==> src/rtl/hcr_pkg.sv <==
// Shared constants and transaction types for the haplotype class refiner.
package hcr_pkg;

	localparam int MAX_SAMPLES = 256;
	localparam int MAX_CLASSES = 256;

	localparam int IDX_W = $clog2(MAX_SAMPLES);
	localparam int CLS_W = $clog2(MAX_CLASSES);
	localparam int NS_W  = 9;
	localparam int CC_W  = 9;
	localparam int AL_W  = 8;
	localparam int MC_W  = 16;

	// search token walking from the target cell down to cell 0
	typedef struct packed {
		logic             vld;
		logic [CLS_W-1:0] p;
		logic             texcl;
		logic [MC_W-1:0]  tcnt;
		logic             seen;
		logic             found;
		logic [CLS_W-1:0] fcls;
	} tok_t;

	// broadcast of the sample being processed
	typedef struct packed {
		logic             launch;
		logic [IDX_W-1:0] idx;
		logic [AL_W-1:0]  allele;
	} qry_t;

	// update of the target cell
	typedef struct packed {
		logic             vld;
		logic [CLS_W-1:0] cls;
		logic             excl;
		logic [MC_W-1:0]  mcnt;
	} wr_t;

endpackage

==> src/rtl/hcr_cell.sv <==
// One sample cell: per-sample class state plus one stage of the search token chain.
module hcr_cell (
	input  logic                       clk,
	input  logic                       arst_n,
	input  logic [hcr_pkg::IDX_W-1:0]  cell_idx,
	input  logic                       clr,
	input  hcr_pkg::qry_t              qry,
	input  hcr_pkg::wr_t               wr,
	input  hcr_pkg::tok_t              tok_up,
	output hcr_pkg::tok_t              tok_dn
);
	import hcr_pkg::*;

	logic [CLS_W-1:0] cls_q;
	logic [CLS_W-1:0] prev_q;
	logic             excl_q;
	logic [MC_W-1:0]  mcnt_q;
	logic [AL_W-1:0]  allele_q;
	tok_t             tok_q;
	tok_t             tok_d;
	logic             hit;

	assign hit    = (cell_idx == qry.idx);
	assign tok_dn = tok_q;

	// a token coming from above only ever passes cells of earlier samples
	always_comb begin
		tok_d = tok_up;
		if (qry.launch && hit) begin
			tok_d       = '0;
			tok_d.vld   = 1'b1;
			tok_d.p     = cls_q;
			tok_d.texcl = excl_q;
			tok_d.tcnt  = mcnt_q;
		end else if (tok_up.vld && !excl_q && (prev_q == tok_up.p)) begin
			tok_d.seen = 1'b1;
			if (allele_q == qry.allele) begin
				tok_d.found = 1'b1;
				tok_d.fcls  = cls_q;
			end
		end
	end

	always_ff @(posedge clk or negedge arst_n) begin
		if (!arst_n) begin
			tok_q  <= '0;
			cls_q  <= '0;
			excl_q <= 1'b0;
			mcnt_q <= '0;
		end else if (clr) begin
			tok_q  <= '0;
			cls_q  <= '0;
			excl_q <= 1'b0;
			mcnt_q <= '0;
		end else begin
			tok_q <= tok_d;
			if (wr.vld && hit) begin
				cls_q  <= wr.cls;
				excl_q <= wr.excl;
				mcnt_q <= wr.mcnt;
			end
		end
	end

	always_ff @(posedge clk) begin
		if (wr.vld && hit && !clr) begin
			prev_q   <= cls_q;
			allele_q <= qry.allele;
		end
	end

endmodule

==> config.mk <==
export PLATFORM = sky130hd
export DESIGN_NAME = hcr_cell
export DESIGN_NICKNAME = d
export VERILOG_FILES = /design/src/rtl/hcr_pkg.sv /design/src/rtl/hcr_cell.sv
export SDC_FILE = /design/constraint.sdc
export NUM_CORES = 1
export LEC_CHECK = 0
export ABC_CLOCK_PERIOD_IN_PS = 4800
export BUFFER_PORTS_ARGS = -buffer_cell sky130_fd_sc_hd__buf_2
export CORE_UTILIZATION = 52
export CTS_CLUSTER_DIAMETER = 200
export DETAILED_ROUTE_END_ITERATION = 10
export GPL_ROUTABILITY_DRIVEN = 0
export PLACE_DENSITY = 0.95
export SETUP_SLACK_MARGIN = 0.15
export SLEW_MARGIN = 20
export SYNTH_ARGS = -nofsm -noshare
export SYNTH_HDL_FRONTEND = slang
export SYNTH_SLANG_ARGS = --single-unit
==> constraint.sdc <==
create_clock -name clk -period 4.8 [get_ports clk]
set_clock_uncertainty 0.2 [all_clocks]
set_input_delay 0 -clock clk [delete_from_list [all_inputs] [get_ports clk]]
set_output_delay 0 -clock clk [all_outputs]
set_load 0.02 [all_outputs]
==> results.tsv <==
metric	value	unit
io_pins	126	
htreeDepth	3	
p_leak	2.34	nW
insertion_delay	330	ps
synth.avg_cell_area	13.3	um^2
grt_pass1_vias	2966	
critical_path.startpoint_type	input port	
synth_area	0.00317	mm^2
tns	0	ps
tritoncts	yes	
drt_iter0_drc	99	
die_area	0.00642	mm^2
vias	2839	
fin_area	0.00494	mm^2
clockRootBuffer	clkbuf_8	
fin_nets	550	
worstPathRequired	4810	ps
crit_path_end_kind	flip-flop	
cp_max_fo	27	
grt_pass1_wl	13800	um
dp_hpwl	4940	um
arrival	2140	ps
cts.sinks	77	
gr-usage-all-layers	29.9	%
hold_violations	0	
power.total	1.34	mW
yosysUniqueCellTypes	28	
ys_seq_area_share	63.3	%
setup_violations	0	
routed_wl	9110	um
num_rows	28	
wl_per_cell	16.8	um
hold_class	input port to flip-flop	
area_delta_synth_final	55.8	%
drc	0	
timing.final.crit_share	44.3	%
floorplan.initialDensity	53.9	%
postCtsSetupBuffers	0	
place_ws	2680	ps
placed_area	0.00380	mm^2
max_freq	0.470	GHz
drv_cap	0	
syn-num-nets	329	
power_density	270	mW/mm^2
reg2reg_setup_slack	2850	ps
dr.pass1.iters	4	
overflow	0	
final.min_clock_period	2130	ps
worstMarginPinSlew	885	ps
yosys_warnings	0	
outcome	complete, no violations	
antenna_found_initial	1	
nFillCells	327	
numPortBuffers	125	
maxSlewViolCount	0	
vias_per_cell	5.25	
grt_max_degree	62	
worst_slack	2670	ps
ir_worst_vdd	260	uV
drive_above_1_share	31.0	%
path_clk_slew	80	ps
die-width	80.1	um
die_h	80.1	um
worstSetupPathType	input port to flip-flop	
ant_nets	0	
cts.path.max_buffers	2	
core_area	0.00589	mm^2
slew_headroom	41.0	%
synth_seq_cells	77	
synthCells	239	
numCtsBuffers	9	
rsz0062_at_grt	false	
-- repair_timing --
item / 4_1_cts / 5_1_grt
gates resized for setup: 0 / 0
endpoints found under the hold margin: 130 / 0
setup endpoints to repair: 0 / 0
hold buffers: 96 / 0
-- cell families after synthesis --
family	Yosys count	synth area share, %
AND/OR/NAND/NOR	54	8.28
XOR/XNOR	24	6.63
multiplexers	25	7.89
buffers and inverters	16	3.94
AO/OA/AOI/OAI	43	9.98
flip-flops	77	63.3
-- registers in the layout (all words and copies together) (netlist names) --
| name | count |
|---|---|
| allele_q | 8 |
| cls_q | 8 |
| excl_q | 1 |
| mcnt_q | 16 |
| prev_q | 8 |
| tok_dn | 36 |
-- power by group --
group / switching, mW / leakage, nW / internal, mW
clock: 0.217 / 0.0937 / 0.231
sequential: 0.00515 / 0.941 / 0.682
combinational: 0.0938 / 1.30 / 0.107
total: 0.316 / 2.34 / 1.02
-- stage by stage --
| stage | hold slack [ps] | util [%] | cells |
|---|---|---|---|
| after floorplan | -496 | - | 239 |
| after global placement | -9.22 | 64.5 | 428 |
| after detailed placement | 4.88 | 64.5 | 428 |
| after CTS | 96.6 | 83.9 | 540 |
| after global routing | 137 | 84.0 | 541 |
| final | 122 | 84.0 | 541 |
-- placed cells by master, fill, tap and decap left out --
master         instances
a21oi_1                9
a22o_1                25
a31oi_2                1
and2_1                 1
and3_1                 1
and4b_2                1
buf_2                125
buf_4                  3
clkbuf_1               3
clkbuf_8              12
clkinv_2               1
dfrtp_1               61
diode_2                1
dlygate4sd3_1         96
edfxtp_1              16
inv_1                  2
mux2i_1               25
nand2_1                3
nand3_1                9
nand4_1                1
nor2_1                31
nor3_1                 1
nor3b_1                1
nor4_1                 3
nor4b_4                1
o21ai_0                8
or2_1                  1
xnor2_1                6
xor2_1                18
-- worst paths after layout --
path | depth (start not counted) | start | endpoint
min in group asynchronous | 3 | arst_n | tok_dn[10]
max in group asynchronous | 3 | arst_n | mcnt_q[3]
hold / removal | 4 | wr[25] | mcnt_q[0]
setup reg to reg | 5 | prev_q[7] | tok_dn[3]
hold reg to reg | 1 | mcnt_q[14] | mcnt_q[14]
setup / recovery | 8 | qry[10] | tok_dn[13]
-- worst max-delay path: stages --
cell and delay [ps]:
buf_2 110, xnor2_1 190, nand4_1 190, nor4b_4 230
buf_4 450, mux2i_1 280, nor2_1 90, dlygate4sd3_1 600
-- final cells by class --
| type | instances | area, um^2 | area share (%) |
|---|---|---|---|
| Inverter | 2 | 7.51 | 0.152 |
| Antenna cell | 1 | 2.50 | 0.0506 |
| Clock inverter | 1 | 5.00 | 0.101 |
| Sequential cell | 77 | 2010 | 40.6 |
| Multi-Input combinational cell | 146 | 1040 | 21.1 |
| Clock buffer | 15 | 176 | 3.57 |
| Timing Repair Buffer | 224 | 1610 | 32.6 |
| Tap cell | 75 | 93.8 | 1.90 |
-- synthesized netlist by cell type (all sizes together) --
library cell / count / area, um^2
or2: 1 / 6.26
xor2: 18 / 158
a21oi: 9 / 45.0
nor3: 1 / 5.00
nand2: 3 / 11.3
nor2: 31 / 116
o21ai: 8 / 40.0
nor4: 3 / 18.8
inv: 2 / 7.51
nand3: 9 / 45.0
nor4b: 1 / 23.8
and2: 1 / 6.26
clkbuf: 4 / 16.3
and4b: 1 / 10.0
dfrtp: 61 / 1530
nor3b: 1 / 7.51
buf: 10 / 101
edfxtp: 16 / 480
and3: 1 / 6.26
mux2i: 25 / 250
a22o: 25 / 219
nand4: 1 / 6.26
xnor2: 6 / 52.6
a31oi: 1 / 12.5
-- routing by layer --
layer	vias up	GRT usage (%)	part of all wire, %
met2	136	57.4	56
met1	1380	30.4	36
li1	1291	-	-
met4	0	15.5	3.4
met5	-	0	0
met3	32	5.34	4.7
Note: power is estimated with default switching activity, not from simulation.
