<file path="config.mk">
export PLATFORM = sky130hd
export DESIGN_NAME = hcr_ctrl
export DESIGN_NICKNAME = d
export VERILOG_FILES = /design/src/rtl/hcr_pkg.sv /design/src/rtl/hcr_ctrl.sv
export SDC_FILE = /design/constraint.sdc
export NUM_CORES = 1
export LEC_CHECK = 0
export BUFFER_PORTS_ARGS = -buffer_cell sky130_fd_sc_hd__buf_2
export CORE_ASPECT_RATIO = 1.2
export CORE_MARGIN = 1.5
export CORE_UTILIZATION = 30
export DETAILED_ROUTE_END_ITERATION = 10
export PLACE_DENSITY = 0.58
export SLEW_MARGIN = 30
export SYNTH_ARGS = -nofsm -noshare
export SYNTH_HDL_FRONTEND = slang
export SYNTH_SLANG_ARGS = --single-unit
</file>
<file path="constraint.sdc">
create_clock -name clk -period 5.63 [get_ports clk]
set_clock_uncertainty 0.05 [all_clocks]
set_input_delay 1.126 -clock clk [delete_from_list [all_inputs] [get_ports clk]]
set_output_delay 1.126 -clock clk [all_outputs]
set_load 0.05 [all_outputs]
</file>
<file path="src/rtl/hcr_pkg.sv">
// Shared constants and transaction types for the haplotype class refiner.
package hcr_pkg;

	localparam int MAX_SAMPLES = 256;
	localparam int MAX_CLASSES = 256;

	localparam int IDX_W = $clog2(MAX_SAMPLES);
	localparam int CLS_W = $clog2(MAX_CLASSES);
	localparam int NS_W  = 9;
	localparam int CC_W  = 9;
	localparam int AL_W  = 8;
	localparam int MC_W  = 16;

	// search token walking from the target cell down to cell 0
	typedef struct packed {
		logic             vld;
		logic [CLS_W-1:0] p;
		logic             texcl;
		logic [MC_W-1:0]  tcnt;
		logic             seen;
		logic             found;
		logic [CLS_W-1:0] fcls;
	} tok_t;

	// broadcast of the sample being processed
	typedef struct packed {
		logic             launch;
		logic [IDX_W-1:0] idx;
		logic [AL_W-1:0]  allele;
	} qry_t;

	// update of the target cell
	typedef struct packed {
		logic             vld;
		logic [CLS_W-1:0] cls;
		logic             excl;
		logic [MC_W-1:0]  mcnt;
	} wr_t;

endpackage

</file>
<file path="src/rtl/hcr_ctrl.sv">
// Sequencer: launches the search, resolves the class decision and drives the result.
module hcr_ctrl (
	input  logic                       clk,
	input  logic                       arst_n,
	input  logic                       clr,
	input  logic [hcr_pkg::NS_W-1:0]   n_eff,
	input  logic                       start,
	input  logic [hcr_pkg::AL_W-1:0]   allele,
	input  logic                       allele_missing,
	output logic                       busy,
	input  hcr_pkg::tok_t              tok_out,
	output hcr_pkg::qry_t              qry,
	output hcr_pkg::wr_t               wr,
	output logic                       done,
	output logic [hcr_pkg::IDX_W-1:0]  sample_index,
	output logic [hcr_pkg::CLS_W-1:0]  haplotype_id,
	output logic                       excluded,
	output logic [hcr_pkg::MC_W-1:0]   missing_count,
	output logic [hcr_pkg::CC_W-1:0]   haplotype_count,
	output logic                       status,
	output logic                       last_of_site
);
	import hcr_pkg::*;

	localparam logic [1:0] ST_IDLE   = 2'd0;
	localparam logic [1:0] ST_LAUNCH = 2'd1;
	localparam logic [1:0] ST_WALK   = 2'd2;

	logic [1:0]       state_q;
	logic [IDX_W-1:0] idx_q;
	logic [AL_W-1:0]  allele_q;
	logic             miss_q;
	logic [IDX_W-1:0] smp_cnt_q;
	logic [CC_W-1:0]  cc_q;
	wr_t              wr_q;
	logic             done_q;
	logic [IDX_W-1:0] sidx_q;
	logic [CLS_W-1:0] hid_q;
	logic             excl_q;
	logic [MC_W-1:0]  mcnt_q;
	logic [CC_W-1:0]  hcnt_q;
	logic             stat_q;
	logic             last_q;

	logic [CLS_W-1:0] nx_cls;
	logic             nx_excl;
	logic [MC_W-1:0]  nx_cnt;
	logic             nx_stat;
	logic [CC_W-1:0]  nx_cc;
	logic [NS_W-1:0]  idx_p1;
	logic             nx_last;
	logic             accept;
	logic             finish;

	assign busy   = (state_q != ST_IDLE);
	assign accept = start && !busy;
	assign finish = (state_q == ST_WALK) && tok_out.vld;

	assign qry.launch = (state_q == ST_LAUNCH);
	assign qry.idx    = idx_q;
	assign qry.allele = allele_q;
	assign wr         = wr_q;

	assign idx_p1  = NS_W'(idx_q) + NS_W'(1);
	assign nx_last = (idx_p1 >= n_eff);

	always_comb begin
		nx_cls  = tok_out.p;
		nx_excl = tok_out.texcl;
		nx_cnt  = tok_out.tcnt;
		nx_stat = 1'b0;
		nx_cc   = cc_q;
		if (miss_q) begin
			nx_excl = 1'b1;
			if (tok_out.tcnt != '1) begin
				nx_cnt = tok_out.tcnt + MC_W'(1);
			end
		end else if (!tok_out.texcl) begin
			priority if (cc_q == '0) begin
				nx_cc  = CC_W'(1);
				nx_cls = '0;
			end else if (!tok_out.seen) begin
				nx_cls = tok_out.p;
			end else if (tok_out.found) begin
				nx_cls = tok_out.fcls;
			end else if (cc_q < CC_W'(MAX_CLASSES)) begin
				nx_cls = cc_q[CLS_W-1:0];
				nx_cc  = cc_q + CC_W'(1);
			end else begin
				nx_excl = 1'b1;
				nx_stat = 1'b1;
			end
		end
	end

	always_ff @(posedge clk or negedge arst_n) begin
		if (!arst_n) begin
			state_q   <= ST_IDLE;
			smp_cnt_q <= '0;
			cc_q      <= '0;
			wr_q      <= '0;
			done_q    <= 1'b0;
		end else if (clr) begin
			state_q   <= ST_IDLE;
			smp_cnt_q <= '0;
			cc_q      <= '0;
			wr_q      <= '0;
			done_q    <= 1'b0;
		end else begin
			wr_q.vld <= finish;
			done_q   <= finish;
			unique case (state_q)
				ST_IDLE: begin
					if (accept) begin
						state_q <= ST_LAUNCH;
					end
				end
				ST_LAUNCH: begin
					state_q <= ST_WALK;
				end
				ST_WALK: begin
					if (tok_out.vld) begin
						state_q   <= ST_IDLE;
						wr_q.cls  <= nx_cls;
						wr_q.excl <= nx_excl;
						wr_q.mcnt <= nx_cnt;
						cc_q      <= nx_cc;
						smp_cnt_q <= nx_last ? '0 : idx_p1[IDX_W-1:0];
					end
				end
				default: begin
					state_q <= ST_IDLE;
				end
			endcase
		end
	end

	always_ff @(posedge clk) begin
		if (accept) begin
			idx_q    <= smp_cnt_q;
			allele_q <= allele;
			miss_q   <= allele_missing;
		end
		if (finish) begin
			sidx_q <= idx_q;
			hid_q  <= nx_excl ? '0 : nx_cls;
			excl_q <= nx_excl;
			mcnt_q <= nx_cnt;
			hcnt_q <= nx_cc;
			stat_q <= nx_stat;
			last_q <= nx_last;
		end
	end

	assign done            = done_q;
	assign sample_index    = sidx_q;
	assign haplotype_id    = hid_q;
	assign excluded        = excl_q;
	assign missing_count   = mcnt_q;
	assign haplotype_count = hcnt_q;
	assign status          = stat_q;
	assign last_of_site    = last_q;

`ifndef NO_ASSERTIONS
	a_done_after_walk: assert property (@(posedge clk) disable iff (!arst_n)
		done_q |-> $past(state_q) == ST_WALK)
		else $error("result strobe without a finished walk");

	a_token_in_walk: assert property (@(posedge clk) disable iff (!arst_n)
		tok_out.vld |-> state_q == ST_WALK)
		else $error("search token outside a walk");

	a_class_bound: assert property (@(posedge clk) disable iff (!arst_n)
		cc_q <= CC_W'(MAX_CLASSES))
		else $error("class count beyond table size");

	a_counter_in_site: assert property (@(posedge clk) disable iff (!arst_n)
		NS_W'(smp_cnt_q) < n_eff)
		else $error("sample counter outside the site");

	a_status_excludes: assert property (@(posedge clk) disable iff (!arst_n)
		(done_q && stat_q) |-> excl_q)
		else $error("full-table status without exclusion");
`endif

endmodule

</file>
==> flow_metrics.env <==
export IMPL_routed_wire_length_per_instance_um=16.7
export IMPL_routabilityCongestion=0.824
export IMPL_cts_hold_repair_buffers=0
export IMPL_std_cell_rows=51
export IMPL_critPathCapture="cc_q[6]"
export IMPL_final_min_clock_period_ps=2970
export IMPL_r2r_end="smp_cnt_q[0]"
export IMPL_drt_antenna_violating_nets=0
export IMPL_post_synthesis_instance_total=436
export IMPL_grt_max_degree=54
export IMPL_drt_pre_antenna_iters=6
export IMPL_seq_area_frac_synth_pct=58.5
export IMPL_crit_path_start="tok_out[35]"
export IMPL_synthesis_yosys_warnings=0
export IMPL_rsz0062_at_grt="no"
export IMPL_met3_length_um=697
export IMPL_cp_required_ps=5850
export IMPL_yosys_register_bits=106
export IMPL_finalNetCount=650
export IMPL_route_detailed_vias_per_inst=5.01
export IMPL_worst_r2r_startpoint="idx_q[3]"
export IMPL_cts_reportedPaths_clkPinSlew_ps=80
export IMPL_drt_first_iter_violations=244
export IMPL_ys_async_sr_fraction_pct=42.5
export IMPL_finalSetupViolCount=0
export IMPL_antenna_cells_inserted=0
export IMPL_worst_path_arrival_time_ps=3190
export IMPL_starting_utilization_of_the_core_area_pct=31.0
export IMPL_grt_pass1_wl_mm=20.8
export IMPL_number_of_antenna_violations_at_the_first_check_in_global_routing=0
export IMPL_timing_slew_headroom_pct=43.9
export IMPL_total_leakage_power_nw=2.82
export IMPL_cpMostUsedCell="sky130_fd_sc_hd__buf_4"
export IMPL_leftover_overflow_at_the_end_of_global_routing=0
export IMPL_cts_root_to_sink_buffers=2
export IMPL_postSynthNetCount=507
export IMPL_run_status="completed"
export IMPL_vias_in_the_first_global_route=3927
export IMPL_die_h_um=145
export IMPL_worstHoldPathType="register to register"
export IMPL_post_route_period_util_pct=52.8
export IMPL_layout_area_overhead_vs_synth_pct=23.7
export IMPL_dr_wl_met2_mm=6.83
export IMPL_io_buffers=146
export IMPL_drc=0
export IMPL_worst_path_largest_cell_delay_ps=630
export IMPL_cts_inserted_buffers=9
export IMPL_setup_worst_path_class="input pin to register"
export IMPL_cts_htree_levels=3
export IMPL_ordered_cell_list_for_the_critical_path="buf_2 -> nand3b_1 -> buf_4 -> inv_2 -> buf_4 -> nor2_1 -> a21oi_1 -> mux2i_1"
export IMPL_timing_final_hold_violations=0
export IMPL_design_area_mm2=0.00626
export IMPL_multi_input_area_mm2=0.00192
export IMPL_clock_insertion_delay_at_the_later_pin_of_the_skew_report_ps=350
export IMPL_r2r_worst_path_cells=11
export IMPL_seqCellArea_mm2=0.00296
export IMPL_timing_critical_path_from_type="input pin"
export IMPL_yosys_cell_types_count=64
export IMPL_fillers=1631
export IMPL_avgSynthCellArea_um2=11.6
export IMPL_r2r_setup_slack_ps=2900
export IMPL_worst_path_max_fanout=53
export IMPL_worstMarginPinSlew_ps=842
export IMPL_core_area_mm2=0.0163
export IMPL_drive_above_1_share_pct=31.7
export IMPL_die_area_mm2=0.0177
export IMPL_clockRootBuffer="sky130_fd_sc_hd__clkbuf_16"
export IMPL_detail_route_wirelength_mm=13.3
export IMPL_max_cap_violations=0
export IMPL_slowest_stage="sky130_fd_sc_hd__nor2_1"
export IMPL_cts_sinks=106
export IMPL_synth_cell_area_mm2=0.00506
export IMPL_dr_max_layer_used="met4"
export IMPL_via_count=3986
export IMPL_drt_met1_wl_mm=5.54
export IMPL_timing_fmax_mhz=336
export IMPL_fin_setup_tns_ps=0
export IMPL_grt_usage_pct=15.1
export IMPL_place_area_mm2=0.00597
export IMPL_critPathCaptureType="register"
export IMPL_number_of_max_slew_violations_in_the_final_report=0
export IMPL_ys_flop_type="sky130_fd_sc_hd__edfxtp_1"
export IMPL_tritoncts="done"
export IMPL_ir_worst_vdd_mv=0.139
export IMPL_synth_enable_flop_cells=61
export IMPL_design_portCount=147
export IMPL_die_width_um=122
export IMPL_cellPowerDensity_mw_per_mm2=272
export IMPL_post_cts_buffers=0
export IMPL_cts_resized=0
export IMPL_place_hpwl_mm=9.77
-- metal layers --
layer  up-vias  track usage, %
met5         -               0
li1       1897               -
met2       146            26.0
met4         0            5.24
met1      1927            18.8
met3        16            2.75
-- kinds of logic (layout without fill, tap and decap cells) --
group           Yosys count  in the layout  share of synthesized area, %
compound gates           91             91                          12.1
xor+xnor                 21             21                          3.78
fa+ha+maj                13             13                          3.21
buf+inv                  36            184                          3.66
flops                   106            106                          58.5
mux                       7              7                          1.46
simple gates            162            162                          17.3
-- sequential cells by signal, indices dropped and copies added, names as in the netlist --
name,count
haplotype_id,8
done,1
idx_q,8
smp_cnt_q,8
cc_q,9
status,1
wr,25
state_q,2
excluded,1
last_of_site,1
missing_count,16
sample_index,8
haplotype_count,9
miss_q,1
allele_q,8
-- synthesized netlist by cell type (9+ instances only) --
library cell | number | area share, %
sky130_fd_sc_hd__ha_1 | 13 | 3.2
sky130_fd_sc_hd__and2_1 | 13 | 1.6
sky130_fd_sc_hd__inv_1 | 17 | 1.3
sky130_fd_sc_hd__nand3_1 | 22 | 2.2
sky130_fd_sc_hd__nor2_1 | 40 | 3.0
sky130_fd_sc_hd__o22ai_1 | 14 | 1.7
sky130_fd_sc_hd__clkbuf_1 | 9 | 0.67
sky130_fd_sc_hd__edfxtp_1 | 61 | 36
sky130_fd_sc_hd__nand2_1 | 34 | 2.5
sky130_fd_sc_hd__a21oi_1 | 22 | 2.2
sky130_fd_sc_hd__xor2_1 | 9 | 1.6
sky130_fd_sc_hd__a31oi_1 | 9 | 1.1
sky130_fd_sc_hd__o21ai_0 | 11 | 1.1
sky130_fd_sc_hd__xnor2_1 | 11 | 1.9
sky130_fd_sc_hd__dfrtp_1 | 45 | 22
-- worst min path at each step --
stage | start | endpoint | cells after the start
after floorplan | smp_cnt_q[2] | idx_q[2] | 0
after global placement | smp_cnt_q[1] | idx_q[1] | 0
after detailed placement | smp_cnt_q[3] | idx_q[3] | 0
after CTS | smp_cnt_q[3] | idx_q[3] | 0
after global routing | smp_cnt_q[6] | idx_q[6] | 0
final | smp_cnt_q[1] | idx_q[1] | 0
-- per-stage QoR --
stage / power [mW] / utilization (%) / setup slack (ps) / hold WS (ps) / instances
after floorplan: 1.02 / - / 2340 / 375 / 436
after global placement: 1.09 / 36.5 / 2370 / 379 / 780
after detailed placement: 1.10 / 36.5 / 2240 / 386 / 780
after CTS: 1.72 / 38.3 / 2630 / 403 / 796
after global routing: 1.77 / 38.3 / 2370 / 419 / 796
final: 1.70 / 38.3 / 2660 / 407 / 796
-- worst max-delay path, delay by kind of cell --
| family | cells | cell delay, ps |
|---|---|---|
| muxes | 1 | 180 |
| buffers and inverters | 4 | 1060 |
| and+or+nand+nor | 2 | 710 |
| AOI/OAI and AO/OA | 1 | 80 |
-- area by class of cell --
cell class | instances | share of cell area [%]
flip-flops and latches | 106 | 47.3
repair buffers | 150 | 12.2
multi-input cells | 294 | 30.6
clock buffers | 9 | 3.60
well taps | 212 | 4.24
inverters | 18 | 1.08
clock inverters | 7 | 1.02
-- power by group --
part | internal, mW | switching [mW] | total, mW | leakage (nW)
clock | 0.313 | 0.308 | 0.621 | 0.144
combinational | 0.0621 | 0.158 | 0.220 | 1.48
sequential | 0.845 | 0.0139 | 0.859 | 1.20
-- cells in the final DEF, fill, tap and decap left out, types with 3 or more instances in the layout --
| master | synthesis | routed |
|---|---|---|
| sky130_fd_sc_hd__buf_2 | 2 | 146 |
| sky130_fd_sc_hd__edfxtp_1 | 61 | 61 |
| sky130_fd_sc_hd__dfrtp_1 | 45 | 45 |
| sky130_fd_sc_hd__nor2_1 | 40 | 40 |
| sky130_fd_sc_hd__nand2_1 | 34 | 34 |
| sky130_fd_sc_hd__nand3_1 | 22 | 22 |
| sky130_fd_sc_hd__a21oi_1 | 22 | 22 |
| sky130_fd_sc_hd__inv_1 | 17 | 16 |
| sky130_fd_sc_hd__o22ai_1 | 14 | 14 |
| sky130_fd_sc_hd__and2_1 | 13 | 13 |
| sky130_fd_sc_hd__ha_1 | 13 | 13 |
| sky130_fd_sc_hd__xnor2_1 | 11 | 11 |
| sky130_fd_sc_hd__o21ai_0 | 11 | 11 |
| sky130_fd_sc_hd__xor2_1 | 9 | 9 |
| sky130_fd_sc_hd__a31oi_1 | 9 | 9 |
| sky130_fd_sc_hd__clkbuf_16 | 0 | 9 |
| sky130_fd_sc_hd__nor3_1 | 8 | 8 |
| sky130_fd_sc_hd__a22o_1 | 8 | 8 |
| sky130_fd_sc_hd__nand4_1 | 7 | 7 |
| sky130_fd_sc_hd__and3_1 | 7 | 7 |
| sky130_fd_sc_hd__nand2b_1 | 6 | 6 |
| sky130_fd_sc_hd__o21a_1 | 6 | 6 |
| sky130_fd_sc_hd__inv_6 | 0 | 5 |
| sky130_fd_sc_hd__mux2i_1 | 4 | 4 |
| sky130_fd_sc_hd__buf_4 | 1 | 4 |
| sky130_fd_sc_hd__and4_1 | 3 | 3 |
| sky130_fd_sc_hd__a211oi_1 | 3 | 3 |
| sky130_fd_sc_hd__nor4_1 | 3 | 3 |
| sky130_fd_sc_hd__mux2_2 | 3 | 3 |
Note: power is estimated with default switching activity, not from simulation.
